**src/hdl/yuvrgb_pkg.sv**
```systemverilog
// Package for the YUYV to RGB converter: coefficients, stage payload types,
// and the clamp and pack functions. No dependencies.
`default_nettype none

package yuvrgb_pkg;

  localparam int unsigned ProdW = 20;
  localparam int unsigned SumW  = 21;

  localparam logic signed [ProdW-1:0] CoefY  = 20'sd1192;
  localparam logic signed [ProdW-1:0] CoefRv = 20'sd1634;
  localparam logic signed [ProdW-1:0] CoefGv = 20'sd833;
  localparam logic signed [ProdW-1:0] CoefGu = 20'sd400;
  localparam logic signed [ProdW-1:0] CoefBu = 20'sd2066;
  localparam logic signed [ProdW-1:0] LumaOfs   = 20'sd16;
  localparam logic signed [ProdW-1:0] ChromaOfs = 20'sd128;
  localparam logic [7:0] ChanMax = 8'hFF;

  localparam logic FmtRgb888 = 1'b0;
  localparam logic FmtRgb565 = 1'b1;

  typedef struct packed {
    logic signed [ProdW-1:0] yt0;
    logic signed [ProdW-1:0] yt1;
    logic signed [ProdW-1:0] rv;
    logic signed [ProdW-1:0] gv;
    logic signed [ProdW-1:0] gu;
    logic signed [ProdW-1:0] bu;
    logic                    frame_end;
  } prod_t;

  typedef struct packed {
    logic signed [SumW-1:0] r0;
    logic signed [SumW-1:0] g0;
    logic signed [SumW-1:0] b0;
    logic signed [SumW-1:0] r1;
    logic signed [SumW-1:0] g1;
    logic signed [SumW-1:0] b1;
    logic                   frame_end;
  } sum_t;

  function automatic logic [7:0] clamp_chan(input logic signed [SumW-1:0] sum);
    logic [SumW-11:0] shifted;
    logic [7:0]       res;
    shifted = sum[SumW-1:10];
    if (sum[SumW-1]) begin
      res = 8'd0;
    end else if (shifted > {{(SumW-18){1'b0}}, ChanMax}) begin
      res = ChanMax;
    end else begin
      res = shifted[7:0];
    end
    return res;
  endfunction

  function automatic logic [23:0] pack_pixel(input logic [7:0] r, input logic [7:0] g,
                                             input logic [7:0] b, input logic fmt);
    logic [23:0] res;
    if (fmt == FmtRgb565) begin
      res = {8'd0, r[7:3], g[7:2], b[7:3]};
    end else begin
      res = {b, g, r};
    end
    return res;
  endfunction

endpackage

`default_nettype wire

```
**src/hdl/yuyv_to_rgb_pixel_converter.sv**
```systemverilog
// Top level of the YUYV 4:2:2 to RGB converter: format register on the APB port
// and the three pipeline stages. Depends on yuvrgb_pkg, yuvrgb_prod, yuvrgb_sum, yuvrgb_pack.
//
// One YUYV macropixel is taken on every clock in which start is high (busy is
// always low), and its two RGB pixels appear after the product, sum and
// clamp/pack register stages, with valid_o high for exactly one cycle. The
// receiver cannot stall, so results must be taken as they come. Write
// out_format at byte address 0 only while no pixel is in the pipeline.
`default_nettype none

module yuyv_to_rgb_pixel_converter import yuvrgb_pkg::*; (
  input  wire logic        clk_i,
  input  wire logic        rst_ni,
  input  wire logic        start,
  output logic             busy,
  input  wire logic [7:0]  luma_first_i,
  input  wire logic [7:0]  chroma_blue_i,
  input  wire logic [7:0]  luma_second_i,
  input  wire logic [7:0]  chroma_red_i,
  input  wire logic        frame_end_in_i,
  output logic             valid_o,
  output logic [23:0]      pixel_first_o,
  output logic [23:0]      pixel_second_o,
  output logic             frame_end_out_o,
  input  wire logic        psel,
  input  wire logic        penable,
  input  wire logic        pwrite,
  input  wire logic [2:0]  paddr,
  input  wire logic [31:0] pwdata,
  output logic [31:0]      prdata,
  output logic             pready
);

  logic  fmt_q, fmt_d, cfg_wr;
  logic  prod_valid, sum_valid;
  prod_t prod;
  sum_t  sum;

  assign busy   = 1'b0;
  assign pready = 1'b1;
  assign cfg_wr = psel & penable & pwrite & pready & (paddr[2] == 1'b0);
  assign fmt_d  = cfg_wr ? pwdata[0] : fmt_q;
  assign prdata = (paddr[2] == 1'b0) ? {31'd0, fmt_q} : 32'd0;

  always_ff @(posedge clk_i or negedge rst_ni) begin
    if (!rst_ni) begin
      fmt_q <= FmtRgb888;
    end else begin
      fmt_q <= fmt_d;
    end
  end

  yuvrgb_prod u_prod (
    .clk_i         (clk_i),
    .rst_ni        (rst_ni),
    .valid_i       (start & ~busy),
    .luma_first_i  (luma_first_i),
    .chroma_blue_i (chroma_blue_i),
    .luma_second_i (luma_second_i),
    .chroma_red_i  (chroma_red_i),
    .frame_end_i   (frame_end_in_i),
    .valid_o       (prod_valid),
    .prod_o        (prod)
  );

  yuvrgb_sum u_sum (
    .clk_i   (clk_i),
    .rst_ni  (rst_ni),
    .valid_i (prod_valid),
    .prod_i  (prod),
    .valid_o (sum_valid),
    .sum_o   (sum)
  );

  yuvrgb_pack u_pack (
    .clk_i          (clk_i),
    .rst_ni         (rst_ni),
    .valid_i        (sum_valid),
    .sum_i          (sum),
    .fmt_i          (fmt_q),
    .valid_o        (valid_o),
    .pixel_first_o  (pixel_first_o),
    .pixel_second_o (pixel_second_o),
    .frame_end_o    (frame_end_out_o)
  );

endmodule

`default_nettype wire

```
**src/hdl/yuvrgb_prod.sv**
```systemverilog
// Stage one: remove the luma and chroma offsets and form all coefficient products.
// Depends on yuvrgb_pkg.
`default_nettype none

module yuvrgb_prod import yuvrgb_pkg::*; (
  input  wire logic       clk_i,
  input  wire logic       rst_ni,
  input  wire logic       valid_i,
  input  wire logic [7:0] luma_first_i,
  input  wire logic [7:0] chroma_blue_i,
  input  wire logic [7:0] luma_second_i,
  input  wire logic [7:0] chroma_red_i,
  input  wire logic       frame_end_i,
  output logic            valid_o,
  output prod_t           prod_o
);

  logic signed [ProdW-1:0] y0_off, y1_off, cu_off, cv_off;
  prod_t prod_d, prod_q;
  logic  valid_q;

  always_comb begin
    y0_off = $signed({12'd0, luma_first_i})  - LumaOfs;
    y1_off = $signed({12'd0, luma_second_i}) - LumaOfs;
    cu_off = $signed({12'd0, chroma_blue_i}) - ChromaOfs;
    cv_off = $signed({12'd0, chroma_red_i})  - ChromaOfs;
    prod_d.yt0       = y0_off * CoefY;
    prod_d.yt1       = y1_off * CoefY;
    prod_d.rv        = cv_off * CoefRv;
    prod_d.gv        = cv_off * CoefGv;
    prod_d.gu        = cu_off * CoefGu;
    prod_d.bu        = cu_off * CoefBu;
    prod_d.frame_end = frame_end_i;
  end

  always_ff @(posedge clk_i or negedge rst_ni) begin
    if (!rst_ni) begin
      valid_q <= 1'b0;
    end else begin
      valid_q <= valid_i;
    end
  end

  always_ff @(posedge clk_i) begin
    prod_q <= prod_d;
  end

  assign valid_o = valid_q;
  assign prod_o  = prod_q;

endmodule

`default_nettype wire

```
**src/hdl/yuvrgb_sum.sv**
```systemverilog
// Stage two: combine the products into the R, G and B sums of both pixels.
// Depends on yuvrgb_pkg.
`default_nettype none

module yuvrgb_sum import yuvrgb_pkg::*; (
  input  wire logic  clk_i,
  input  wire logic  rst_ni,
  input  wire logic  valid_i,
  input  wire prod_t prod_i,
  output logic       valid_o,
  output sum_t       sum_o
);

  logic signed [SumW-1:0] yt0, yt1, rv, gv, gu, bu;
  sum_t sum_d, sum_q;
  logic valid_q;

  always_comb begin
    yt0 = SumW'(prod_i.yt0);
    yt1 = SumW'(prod_i.yt1);
    rv  = SumW'(prod_i.rv);
    gv  = SumW'(prod_i.gv);
    gu  = SumW'(prod_i.gu);
    bu  = SumW'(prod_i.bu);
    sum_d.r0        = yt0 + rv;
    sum_d.g0        = yt0 - gv - gu;
    sum_d.b0        = yt0 + bu;
    sum_d.r1        = yt1 + rv;
    sum_d.g1        = yt1 - gv - gu;
    sum_d.b1        = yt1 + bu;
    sum_d.frame_end = prod_i.frame_end;
  end

  always_ff @(posedge clk_i or negedge rst_ni) begin
    if (!rst_ni) begin
      valid_q <= 1'b0;
    end else begin
      valid_q <= valid_i;
    end
  end

  always_ff @(posedge clk_i) begin
    sum_q <= sum_d;
  end

  assign valid_o = valid_q;
  assign sum_o   = sum_q;

endmodule

`default_nettype wire

```
**src/hdl/yuvrgb_pack.sv**
```systemverilog
// Stage three: clamp each channel to 0..255 and pack both pixels in the selected format.
// Depends on yuvrgb_pkg.
`default_nettype none

module yuvrgb_pack import yuvrgb_pkg::*; (
  input  wire logic   clk_i,
  input  wire logic   rst_ni,
  input  wire logic   valid_i,
  input  wire sum_t   sum_i,
  input  wire logic   fmt_i,
  output logic        valid_o,
  output logic [23:0] pixel_first_o,
  output logic [23:0] pixel_second_o,
  output logic        frame_end_o
);

  logic [23:0] pix0_d, pix0_q, pix1_d, pix1_q;
  logic        fe_q, valid_q;

  always_comb begin
    pix0_d = pack_pixel(clamp_chan(sum_i.r0), clamp_chan(sum_i.g0),
                        clamp_chan(sum_i.b0), fmt_i);
    pix1_d = pack_pixel(clamp_chan(sum_i.r1), clamp_chan(sum_i.g1),
                        clamp_chan(sum_i.b1), fmt_i);
  end

  always_ff @(posedge clk_i or negedge rst_ni) begin
    if (!rst_ni) begin
      valid_q <= 1'b0;
    end else begin
      valid_q <= valid_i;
    end
  end

  always_ff @(posedge clk_i) begin
    pix0_q <= pix0_d;
    pix1_q <= pix1_d;
    fe_q   <= sum_i.frame_end;
  end

  assign valid_o        = valid_q;
  assign pixel_first_o  = pix0_q;
  assign pixel_second_o = pix1_q;
  assign frame_end_o    = fe_q;

endmodule

`default_nettype wire

```
**config.mk**
```make
export PLATFORM = sky130hd
export DESIGN_NAME = yuyv_to_rgb_pixel_converter
export DESIGN_NICKNAME = d
export VERILOG_FILES = /design/src/hdl/yuvrgb_pkg.sv /design/src/hdl/yuyv_to_rgb_pixel_converter.sv /design/src/hdl/yuvrgb_prod.sv /design/src/hdl/yuvrgb_sum.sv /design/src/hdl/yuvrgb_pack.sv
export SDC_FILE = /design/constraint.sdc
export NUM_CORES = 1
export LEC_CHECK = 0
export ABC_CLOCK_PERIOD_IN_PS = 2800
export BUFFER_PORTS_ARGS = -buffer_cell sky130_fd_sc_hd__buf_2
export CORE_ASPECT_RATIO = 2
export CORE_MARGIN = 1
export CORE_UTILIZATION = 55
export CTS_CLUSTER_DIAMETER = 60
export DETAILED_ROUTE_END_ITERATION = 16
export GPL_TIMING_DRIVEN = 0
export PLACE_DENSITY = 0.75
export SLEW_MARGIN = 20
export SYNTH_ARGS = -nofsm -noshare
export SYNTH_HDL_FRONTEND = slang
export SYNTH_HIERARCHICAL = 1
export SYNTH_SLANG_ARGS = --single-unit
```
**constraint.sdc**
```tcl
create_clock -name clk_i -period 2.8 [get_ports clk_i]
set_input_delay 0.56 -clock clk_i [delete_from_list [all_inputs] [get_ports clk_i]]
set_output_delay 0.56 -clock clk_i [all_outputs]
set_load 0.01 [all_outputs]
```
==> results.md, run 1 <==
* Fin. Hold Viols at 0
* Drt via density at approximately 5.7
* Final setup margin at -878.7 ps
* RSZ-0062 raised after global routing: yes
* Lkg Pwr at 10.71 nW
* Clk_lat worst skew at around 520 ps
* GRT Total Usage at about 30%
* CTS tree: yes
* CTS buffer count at 21
* Slowest stage cell on the critical path: fa_1
* Die height at between 200 and 300 µm
* First-pass DRT Iterations at 5
* Max Clock Freq at about 270 MHz
* Area of the multi-input gates at about 0.014 mm²
* CTS max path bufs at 3
* WP data required at 3200 ps
* Fillcell total at between 2k and 2.5k
* Layout cells sized above 1 at ~27%
* Cells after DPL at 2423
* Crit-path cells: buf_12 > clkinvlp_4 > ha_4 > inv_2 > fa_1 > inv_2 > fa_1 > inv_1 > fa_1 > inv_2 > fa_2 > a21oi_4 > o2111ai_4 > a221oi_2 > o21bai_1 > xor2_1
* Post-Syn Area at 0.01802 mm²
* Clk slew on worst S/H paths at 70 ps
* Worst Path Class, Setup: primary input to register
* CP Data Arrival Time at around 4100 ps
* Initial Utilization at 55.91%
* First-pass GRT wire length at about 78000 µm
* Placement Rows at just over 90
* Crit path to: u_prod/prod_o[79]$_DFF_P_
* Max incr delay on CP at 570 ps
* Skew final at slightly below 20 ps
* Slew Limit Headroom at between 40% and 50%
* Initial antenna violation count at 0
* Boundary Pins at 158
* Fin crit period at 3679 ps
* Cell count of the worst reg-to-reg path at 11
* CP startpoint: chroma_red_i[7]
* Failing checks: negative setup slack
* Hold Slack at between 150 and 200 ps
* Hpwl dp at ~40000 µm
* Reg2reg end: u_sum/sum_o[105]$_DFF_P_
* Die Width at around 130 µm
* Number of diodes at 0
* Vias in the first global route at roughly 15k
* Reg-to-Reg Start: u_prod/prod_o[28]$_DFF_P_
* Nets at between 2k and 3k
* Setup WS pre-CTS at -1794 ps
* Reg2Reg Setup Slack at ~50 ps
* GPL Wtd Cong at about 1
* Fin util at between 70% and 80%
* Max-cap viol count at 0
* DIE AREA at 0.03354 mm²
* Layout Cells excl Fill at roughly 2.5k
* Slew @ Worst Pin at 745.9 ps
* Core Area at roughly 0.032 mm²
* Iteration-0 DRC Markers at around 700
* CTS root buf: clkbuf_16
* VDD IR-drop max at 0.7999 mV
* GRT Residual Overflow at 0
* Routed Antenna Nets at 0
* Slew Viols, Final at 0
* CTS H-tree depth at 1
* Routed length per instance at around 20 µm
* CTS sink cnt at 220
* Crit. End Element: register
* Bufs and invs on worst path at 6
* Syn avg cell area at ~9.7 µm²
* Largest net degree at the start of global routing at 17
* Outcome: finished, violations left
* Synth Instances at 1863
* DRC at 0
* PwrDens at ~1300 mW/mm²
* WL final at roughly 52000 µm
* Final setup fails at 39
* I/O Buffers at 91
* Final clock period utilization by the worst path at 131.4%
* Ys Warns at 6
* Stages on worst setup path at 16
* Critical Path Source Type: primary input
* Synthesis-to-layout area growth at 25.63%
* HP Class: primary input to register
* CP Max Fanout at 4
* CP top delay family: adder cells
* Register area at between 0.004 and 0.005 mm²
* Vias after detailed routing at 14.39k
registers in the layout, indices dropped and copies added, names as in the netlist:
name,flops
u_pack/valid_o,1
fmt_q,1
u_pack/pixel_second_o,24
u_prod/prod_o,100
u_pack/frame_end_o,1
u_pack/pixel_first_o,24
u_prod/valid_o,1
u_sum/valid_o,1
u_sum/sum_o,67
worst register-to-register path, cell delays in order (launching register included):
cell        delay (ps)
dfxtp_4            370
buf_4              120
clkinvlp_4         140
fa_1               490
ha_2               330
or2_4              130
o31ai_4             70
a211oi_2           300
nor3_2             120
o31ai_2            340
a21oi_2            110
xnor2_1            190
routing by layer:
metal / share of wire [%] / vias up / GRT usage [%]
li1: - / 6894 / -
met1: 33 / 6832 / 27.69
met2: 54 / 422 / 58.54
met3: 3.0 / 237 / 3.190
met4: 9.7 / 0 / 26.07
met5: 0 / - / 0
metrics by stage:
| stage | setup TNS, ps | cell area [µm²] | power (mW) |
|---|---|---|---|
| floorplan | -30230 | 19030 | 18.27 |
| global placement | -63170 | 20020 | 22.75 |
| detailed placement | -67200 | 20020 | 23.10 |
| CTS | -15480 | 21880 | 26.97 |
| global route | -23500 | 22640 | 30.55 |
| finish | -20630 | 22640 | 28.42 |
how the worst min path moves through the flow:
stage / start / end / cells after the start
floorplan: rst_ni / fmt_q$_DFFE_PN0P_ / 0
global placement: u_sum/sum_o[0]$_DFF_P_ / u_pack/frame_end_o$_DFF_P_ / 0
detailed placement: u_prod/prod_o[0]$_DFF_P_ / u_sum/sum_o[0]$_DFF_P_ / 0
CTS: frame_end_in_i / u_prod/prod_o[0]$_DFF_P_ / 1
global route: frame_end_in_i / u_prod/prod_o[0]$_DFF_P_ / 1
finish: frame_end_in_i / u_prod/prod_o[0]$_DFF_P_ / 1
power by group:
group,internal (mW),total [mW],switching (mW)
logic,8.53,19.7,11.2
registers,4.73,5.83,1.10
clock network,1.66,2.88,1.22
cell usage in the layout, fill, tap and decap left out, types with 52 or more instances in the layout:
cell / n
nor2_1: 75
ha_1: 268
nand2_1: 70
fa_1: 86
buf_4: 116
ha_4: 84
a21o_1: 68
inv_1: 166
nor3_1: 52
dfxtp_1: 201
xnor2_1: 67
a21oi_1: 86
buf_2: 74
final cells by class:
| type | instances | area share (%) |
|---|---|---|
| timing repair buffer | 173 | 6.073 |
| clock buffer | 27 | 2.553 |
| tap | 427 | 2.360 |
| clock inverter | 8 | 0.5029 |
| multi-input combinational | 1388 | 62.72 |
| sequential | 220 | 19.67 |
| buffer | 74 | 2.139 |
| inverter | 218 | 3.984 |
timing repair:
action / 4_1_cts / 5_1_grt
pin swaps: 102 / 102
hold buffers: 1 / 0
setup endpoints to repair: 72 / 62
buffers inserted: 52 / 31
gates resized for setup: 144 / 137
hold endpoints to repair: 4 / 0
No activity file was read; power rests on OpenSTA's default activity.
==> run 2, diff against run 1 <==
--- a/config.mk
+++ b/config.mk
@@ -13,7 +13,7 @@
 export CTS_CLUSTER_DIAMETER = 60
 export DETAILED_ROUTE_END_ITERATION = 16
 export GPL_TIMING_DRIVEN = 0
-export PLACE_DENSITY = 0.75
+export PLACE_DENSITY = 0.77
 export SLEW_MARGIN = 20
 export SYNTH_ARGS = -nofsm -noshare
 export SYNTH_HDL_FRONTEND = slang
==> constraint.sdc (replaced) <==
create_clock -name clk_i -period 2.8 [get_ports clk_i]
set_input_delay 0.14 -clock clk_i [delete_from_list [all_inputs] [get_ports clk_i]]
set_output_delay 0.14 -clock clk_i [all_outputs]
set_load 0.01 [all_outputs]
==> results.md, run 2 (same netlist as run 1, synthesis figures left out) <==
* Routed Antenna Nets at 0 (unchanged)
* Clk slew on worst S/H paths at 70 ps (about the same)
* Max reg flops at 100 (unchanged)
* Fin. Hold Viols at 0 (unchanged)
* Slew Viols, Final at 0 (unchanged)
* Initial Utilization at 55.91% (unchanged)
* WL final at 51230 µm (-1.9%)
* CTS tree: yes
* Number of diodes at 0 (unchanged)
* First-pass DRT Iterations at 6 (+1)
* CP startpoint: luma_first_i[4]
* Drt via density at 5.610 (-1.1%)
* VDD IR-drop max at 0.6169 mV (-23%)
* Nets at 2668 (+1.4%)
* Vias after detailed routing at 14.43k (+0.34%)
* CTS max path bufs at 3 (unchanged)
* CP Max Fanout at 4 (unchanged)
* Area post-placement at 0.01953 mm² (-2.5%)
* Layout cells sized above 1 at 23.77% (-3.1 points)
* CP top delay family: adder cells
* Largest net degree at the start of global routing at 17 (unchanged)
* Core Area at 0.03223 mm² (unchanged)
* Slew @ Worst Pin at 773.7 ps (+27.79 ps)
* Vias in the first global route at 14.89k (-1.3%)
* Stages on worst setup path at 19 (+3)
* WP data required at 3200 ps (about the same)
* Crit. End Element: register
* Worst hold start: luma_second_i[0]
* Final setup margin at -428.8 ps (+449.9 ps)
* CTS root buf: clkbuf_16
* Slew Limit Headroom at 48.03% (-1.9 points)
* Met3 wire length at 1603 µm (+2.6%)
* Reg-to-Reg Start: u_prod/prod_o[27]$_DFF_P_
* Initial antenna violation count at 1 (+1)
* GRT Residual Overflow at 0 (unchanged)
* Die height at 258 µm (unchanged)
* Reg2reg end: u_sum/sum_o[104]$_DFF_P_
* Reg2Reg Setup Slack at 60 ps (about the same)
* Crit path to: u_prod/prod_o[117]$_DFF_P_
* CP Data Arrival Time at 3630 ps (-450 ps)
* Bufs and invs on worst path at 7 (+1)
* Met2 routed WL at 27620 µm (-2.9%)
* Clk_lat worst skew at 520 ps (about the same)
* Cell count of the worst reg-to-reg path at 11 (unchanged)
* Max Clock Freq at 309.7 MHz (+14%)
* Lkg Pwr at 10.86 nW (+1.4%)
* Max incr delay on CP at 550 ps (-20 ps)
* Placement Rows at 93 (unchanged)
* Max Used Layer: met4
* Slowest stage cell on the critical path: fa_2
* Hpwl dp at 38750 µm (-3.3%)
* Worst Path Class, Setup: primary input to register
* DRC at 0 (unchanged)
* Final Cell Area at 0.02235 mm² (-1.3%)
* Critical Path Source Type: primary input
* I/O Buffers at 91 (unchanged)
* Most frequent cells in the layout: 310 x ha_1, 208 x dfxtp_1, 185 x inv_1, 128 x buf_4
* Outcome: finished, violations left
* Fin crit period at 3229 ps (-449.9 ps)
* Routed length per instance at 19.91 µm (-3.4%)
* PwrDens at 1254 mW/mm² (about the same)
* Final clock period utilization by the worst path at 115.3% (-16 points)
* CTS H-tree depth at 1 (unchanged)
* GRT Total Usage at 29.82% (-0.75 points)
* Most common cell after layout, fill and taps aside: ha_1
* CP most frequent cell: ha_4
* Iteration-0 DRC Markers at 714 (+2.3%)
* Crit-path cells: buf_12 > inv_16 > ha_4 > buf_12 > xor2_4 > ha_4 > ha_4 > inv_2 > fa_2 > fa_1 > inv_2 > ha_4 > o21a_1 > o31a_1 > buf_4 > buf_6 > o2111ai_2 > nand2_1 > xor2_1
* Skew final at 22.12 ps (+2.855 ps)
* First-pass GRT wire length at 75910 µm (-2.1%)
* CTS buffer count at 21 (unchanged)
* RSZ-0062 raised after global routing: yes
* Final setup fails at 28 (-28%)
* GPL Wtd Cong at 0.9606 (-1.2%)
* DIE AREA at 0.03354 mm² (unchanged)
* Boundary Pins at 158 (unchanged)
* Die Width at 130 µm (unchanged)
* Setup WS pre-CTS at -1351 ps (+443.0 ps)
* HP Class: primary input to register
* Failing checks: negative setup slack
* Max-cap viol count at 0 (unchanged)
* CTS sink cnt at 220 (unchanged)
* Met1 WL at 17230 µm (+0.48%)
* Synthesis-to-layout area growth at 24.01%
* Total power at 28.03 mW (-1.4%)
## run 2: cell count changes in the layout (fill, tap and decap cells not counted), moves of 5 or more
| cell | change |
|---|---|
| buf_2 | +7 |
| dfxtp_1 | +7 |
| ha_4 | -38 |
| inv_2 | -13 |
| dlygate4sd3_1 | +24 |
| clkinv_2 | +5 |
| inv_1 | +19 |
| ha_1 | +42 |
| buf_4 | +12 |
## run 2: final cells by class
type | instances | area (µm²)
multi-input cells | 1388 | 13720
fillers | 2381 | 9882
flip-flops and latches | 220 | 4437
repair buffers | 208 | 1637
inverters | 218 | 880.8
clock buffers | 27 | 578.1
well taps | 427 | 534.3
plain buffers | 75 | 495.5
clock inverters | 10 | 65.06
## run 2: metrics by stage
step / TNS [ps] / instances / utilization, % / hold WS [ps]
2_1_floorplan: -13400 / 1905 / - / -155.6
3_3_place_gp: -38740 / 2423 / 60.59 / -55.16
3_5_place_dp: -42390 / 2423 / 60.59 / -46.85
4_1_cts: -3646 / 2541 / 66.93 / 4.757
5_1_grt: -9301 / 2573 / 69.34 / 21.61
6_report: -6338 / 2573 / 69.34 / 26.04
## run 2: worst min path at each step
stage | to | slack, ps | cells past startpoint
floorplan | fmt_q$_DFFE_PN0P_ | -160 | 0
global placement | u_pack/valid_o$_DFF_PN0_ | -60 | 1
detailed placement | u_pack/valid_o$_DFF_PN0_ | -50 | 1
CTS | u_prod/prod_o[39]$_DFF_P_ | 5 | 2
global route | u_prod/prod_o[88]$_DFF_P_ | 20 | 3
finish | u_prod/prod_o[88]$_DFF_P_ | 30 | 3
## run 2: metal layers
metal / vias to the layer above / GRT usage [%]
li1: 6977 / -
met1: 6786 / 27.30
met2: 452 / 57.69
met3: 219 / 2.610
met4: 0 / 24.22
met5: - / 0
## run 2: timing repair
item,4_1_cts,5_1_grt
endpoints found under the hold margin,26,2
gates resized for setup,144,99
hold buffers,24,1
pin swaps,93,73
endpoints found under the setup margin,50,50
setup buffers,58,39
## run 2: power breakdown
part / leakage, nW / internal [mW] / switching (mW) / total [mW]
Clock: 0.313 / 1.47 / 1.23 / 2.70
Sequential: 1.87 / 4.72 / 1.14 / 5.86
Combinational: 8.68 / 8.64 / 10.8 / 19.5
## run 2: worst register-to-register path: cells and delay by family, from the launching register on
kind	cells	cell delay [ps]
AO/OA/AOI/OAI	5	950
adder cells (fa/ha/maj)	2	800
flip-flops	1	350
buffers and inverters	2	270
XOR/XNOR	1	130
AND/OR/NAND/NOR	1	120
==> run 3, diff against run 2 <==
--- a/config.mk
+++ b/config.mk
@@ -6,16 +6,15 @@
 export NUM_CORES = 1
 export LEC_CHECK = 0
 export ABC_CLOCK_PERIOD_IN_PS = 2800
-export BUFFER_PORTS_ARGS = -buffer_cell sky130_fd_sc_hd__buf_2
+export BUFFER_PORTS_ARGS = -buffer_cell sky130_fd_sc_hd__buf_4
 export CORE_ASPECT_RATIO = 2
 export CORE_MARGIN = 1
 export CORE_UTILIZATION = 55
 export CTS_CLUSTER_DIAMETER = 60
 export DETAILED_ROUTE_END_ITERATION = 16
 export GPL_TIMING_DRIVEN = 0
-export PLACE_DENSITY = 0.77
+export PLACE_DENSITY = 0.78
 export SLEW_MARGIN = 20
 export SYNTH_ARGS = -nofsm -noshare
 export SYNTH_HDL_FRONTEND = slang
-export SYNTH_HIERARCHICAL = 1
 export SYNTH_SLANG_ARGS = --single-unit
==> results.md, run 3 <==
* Number of diodes at 0 (unchanged)
* Slew Viols, Final at 0 (unchanged)
* Max Clock Freq at 296.0 MHz (-4.4%)
* Largest family of logic cells by synthesized area: adder cells
* Lkg Pwr at 9.884 nW (-9.0%)
* Synthesis-stage register bit count at between 200 and 250
* Hold Slack at 24.05 ps (-1.995 ps)
* Layout Cells excl Fill at 2285 (-11%)
* Number of different library cells in the post-synthesis netlist at 73
* CTS tree: yes
* Vias in the first global route at 13.23k (-11%)
* Area leader, netlist: dfxtp_1
* RSZ-0062 raised after global routing: yes
* Hold path depth at 3 (unchanged)
* DRC at 0 (unchanged)
* Routed Antenna Nets at 0 (unchanged)
* Simple-gate portion of the synthesized area at 9.156%
* Final setup fails at 23 (-18%)
* Post-Syn Area at 0.01638 mm² (-9.1%)
* DIE AREA at 0.03053 mm² (-9.0%)
* Fin. Hold Viols at 0 (unchanged)
* CP Data Arrival Time at 3760 ps (+130 ps)
* Outcome: finished, violations left
* WP data required at 3180 ps (-20 ps)
* CTS root buf: clkbuf_16
* Crit. End Element: register
* Hpwl dp at 33080 µm (-15%)
* Total power at 24.58 mW (-12%)
* Final Cell Area at 0.02024 mm² (-9.4%)
* GRT Residual Overflow at 0 (unchanged)
* VDD IR-drop max at 0.6003 mV (-2.7%)
* Routed length per instance at 18.63 µm (-6.4%)
* Post-Synth Adder-Cell Area at a little under two fifths
* Skew final at 10.15 ps (-11.97 ps)
* Clk_lat worst skew at 500 ps (-20 ps)
* Boundary Pins at 158 (unchanged)
* CTS max path bufs at 3 (unchanged)
* Core Area at 0.02940 mm² (-8.8%)
* Area post-placement at 0.01804 mm² (-7.6%)
* Synth Area in XOR/XNOR at under 10%
* Final setup margin at -578.8 ps (-150.1 ps)
* First-pass DRT Iterations at 5 (-1)
* Cell count of the worst reg-to-reg path at 10 (-1)
* Iteration-0 DRC Markers at 417 (-42%)
* Worst Path Class, Setup: primary input to register
* GRT Total Usage at 27.99% (-1.8 points)
* First-pass GRT wire length at 64670 µm (-15%)
* WL final at 42570 µm (-17%)
* Number of flops mapped to enable cells by yosys at 0
* I/O Buffers at 91 (unchanged)
* Failing checks: negative setup slack
* CTS buffer count at 19 (-9.5%)
* Slew Limit Headroom at 52.24% (+4.2 points)
* Register area at 0.004451 mm² (+0.31%)
* Initial Utilization at 55.73% (-0.18 points)
* Seq/Total Area, Yosys at a little over a quarter
* Die Width at 124.0 µm (-4.6%)
* Most common cell after layout, fill and taps aside: ha_1
* Top-count cell post-synth: ha_1
* Cells after DPL at 2166 (-11%)
* GPL Wtd Cong at 0.9528 (-0.81%)
* Ys Warns at 0 (-6)
* Placement Rows at 89 (-4.3%)
* Max-cap viol count at 0 (unchanged)
* Initial antenna violation count at 0 (-1)
* Synth area leaders: dfxtp_1 27%, ha_1 26%, fa_1 11%
* Die height at 246.1 µm (-4.6%)
* HP Class: primary input to register
* Synthesis-to-layout area growth at 23.54%
* Synth cell count leaders: 344 x ha_1, 232 x inv_1, 217 x dfxtp_1
* Slew @ Worst Pin at 716.4 ps (-57.21 ps)
* Async SR Flop Fraction at roughly 1.8%
* Most frequent cells in the layout: 295 x ha_1, 212 x dfxtp_1, 200 x inv_1, 174 x buf_4, 125 x nor2_1
* Largest net degree at the start of global routing at 19 (+2)
* CP Max Fanout at 3 (-1)
* Vias after detailed routing at 12.61k (-13%)
* Dominant synthesized flop cell: dfxtp_1
* Mux contribution to synthesized area at roughly 1.3%
* PwrDens at 1214 mW/mm² (-3.2%)
* CTS sink cnt at 221 (+0.45%)
* Yosys top cell area share at 26.51%
* Sum Neg Setup Slack at -6353 ps (-15.28 ps)
* Clk slew on worst S/H paths at 70 ps (about the same)
* Fin crit period at 3379 ps (+150.1 ps)
* Area of the multi-input gates at 0.01194 mm² (-13%)
* CTS H-tree depth at 1 (unchanged)
* Compound-Gate Fraction of Synth Area at 11.90%
* Max reg flops at 101 (+1.0%)
* Nets at 2413 (-9.6%)
* Syn avg cell area at 9.753 µm² (+0.82%)
* Layout cells sized above 1 at 22.07% (-1.7 points)
* Fillcell total at 2188 (-8.1%)
* Critical Path Source Type: primary input
* Drt via density at 5.518 (-1.6%)
* Final clock period utilization by the worst path at 120.7% (+5.4 points)
* Synth Instances at 1680 (-9.8%)
run 3: final timing paths:
check,slack (ps),startpoint,end
max in group asynchronous,2090,rst_ni,u_pack.valid_o$_DFF_PN0_
hold / removal,20,luma_second_i[0],u_prod.prod_o[88]$_DFF_P_
setup reg to reg,40,u_prod.prod_o[4]$_DFF_P_,u_sum.sum_o[41]$_DFF_P_
setup / recovery,-580,luma_second_i[4],u_prod.prod_o[100]$_DFF_P_
min in group asynchronous,540,rst_ni,u_sum.valid_o$_DFF_PN0_
hold reg to reg,330,u_prod.prod_o[0]$_DFF_P_,u_sum.sum_o[0]$_DFF_P_
run 3: layout make-up:
cell class / count / share of cell area (%)
Buffer: 50 / 1.539
Clock buffer: 23 / 2.522
Clock inverter: 10 / 0.8406
Inverter: 232 / 4.611
Multi-Input combinational cell: 1208 / 58.99
Sequential cell: 221 / 21.99
Tap cell: 364 / 2.250
Timing Repair Buffer: 177 / 7.257
run 3: stage by stage:
step / worst slack, ps / util [%]
5_1_grt: -673.6 / 68.85
3_5_place_dp: -1446 / 61.35
2_1_floorplan: -899.0 / -
6_report: -578.8 / 68.85
3_3_place_gp: -1433 / 61.35
4_1_cts: -585.9 / 67.10
run 3: power by group:
| group | internal, mW | switching, mW |
|---|---|---|
| Clock | 1.69 | 1.20 |
| Combinational | 7.27 | 8.65 |
| Sequential | 4.75 | 1.01 |
run 3: routing by layer:
layer	global-route usage, %	share of wire, %
met5	0	0
met4	22.90	9.0
met2	55.00	56
met3	2.731	3.7
met1	24.12	31
run 3: repair_timing:
| item | CTS | global route |
|---|---|---|
| pin swaps | 74 | 63 |
| endpoints found under the setup margin | 40 | 48 |
| hold endpoints to repair | 26 | 1 |
| setup buffers | 37 | 28 |
| hold buffers | 23 | 1 |
| gates resized for setup | 93 | 65 |
run 3: critical path, cell delays in order:
cell	delay, ps
buf_12	110
inv_16	30
ha_4	160
xor2_4	170
buf_4	150
buf_4	130
ha_1	290
fa_1	550
inv_1	60
fa_1	550
inv_1	80
ha_4	180
nor3_2	190
o21a_1	230
nor3_4	70
a2111oi_4	360
a21oi_2	130
xor2_2	180
run 3: cells by family (layout without fill, tap and decap cells):
family,Yosys count,count (layout)
adder cells (fa/ha/maj),430,430
flip-flops,221,221
AND/OR/NAND/NOR,311,311
other,2,33
multiplexers,19,19
XOR/XNOR,122,122
buffers and inverters,282,492
AO/OA/AOI/OAI,293,293
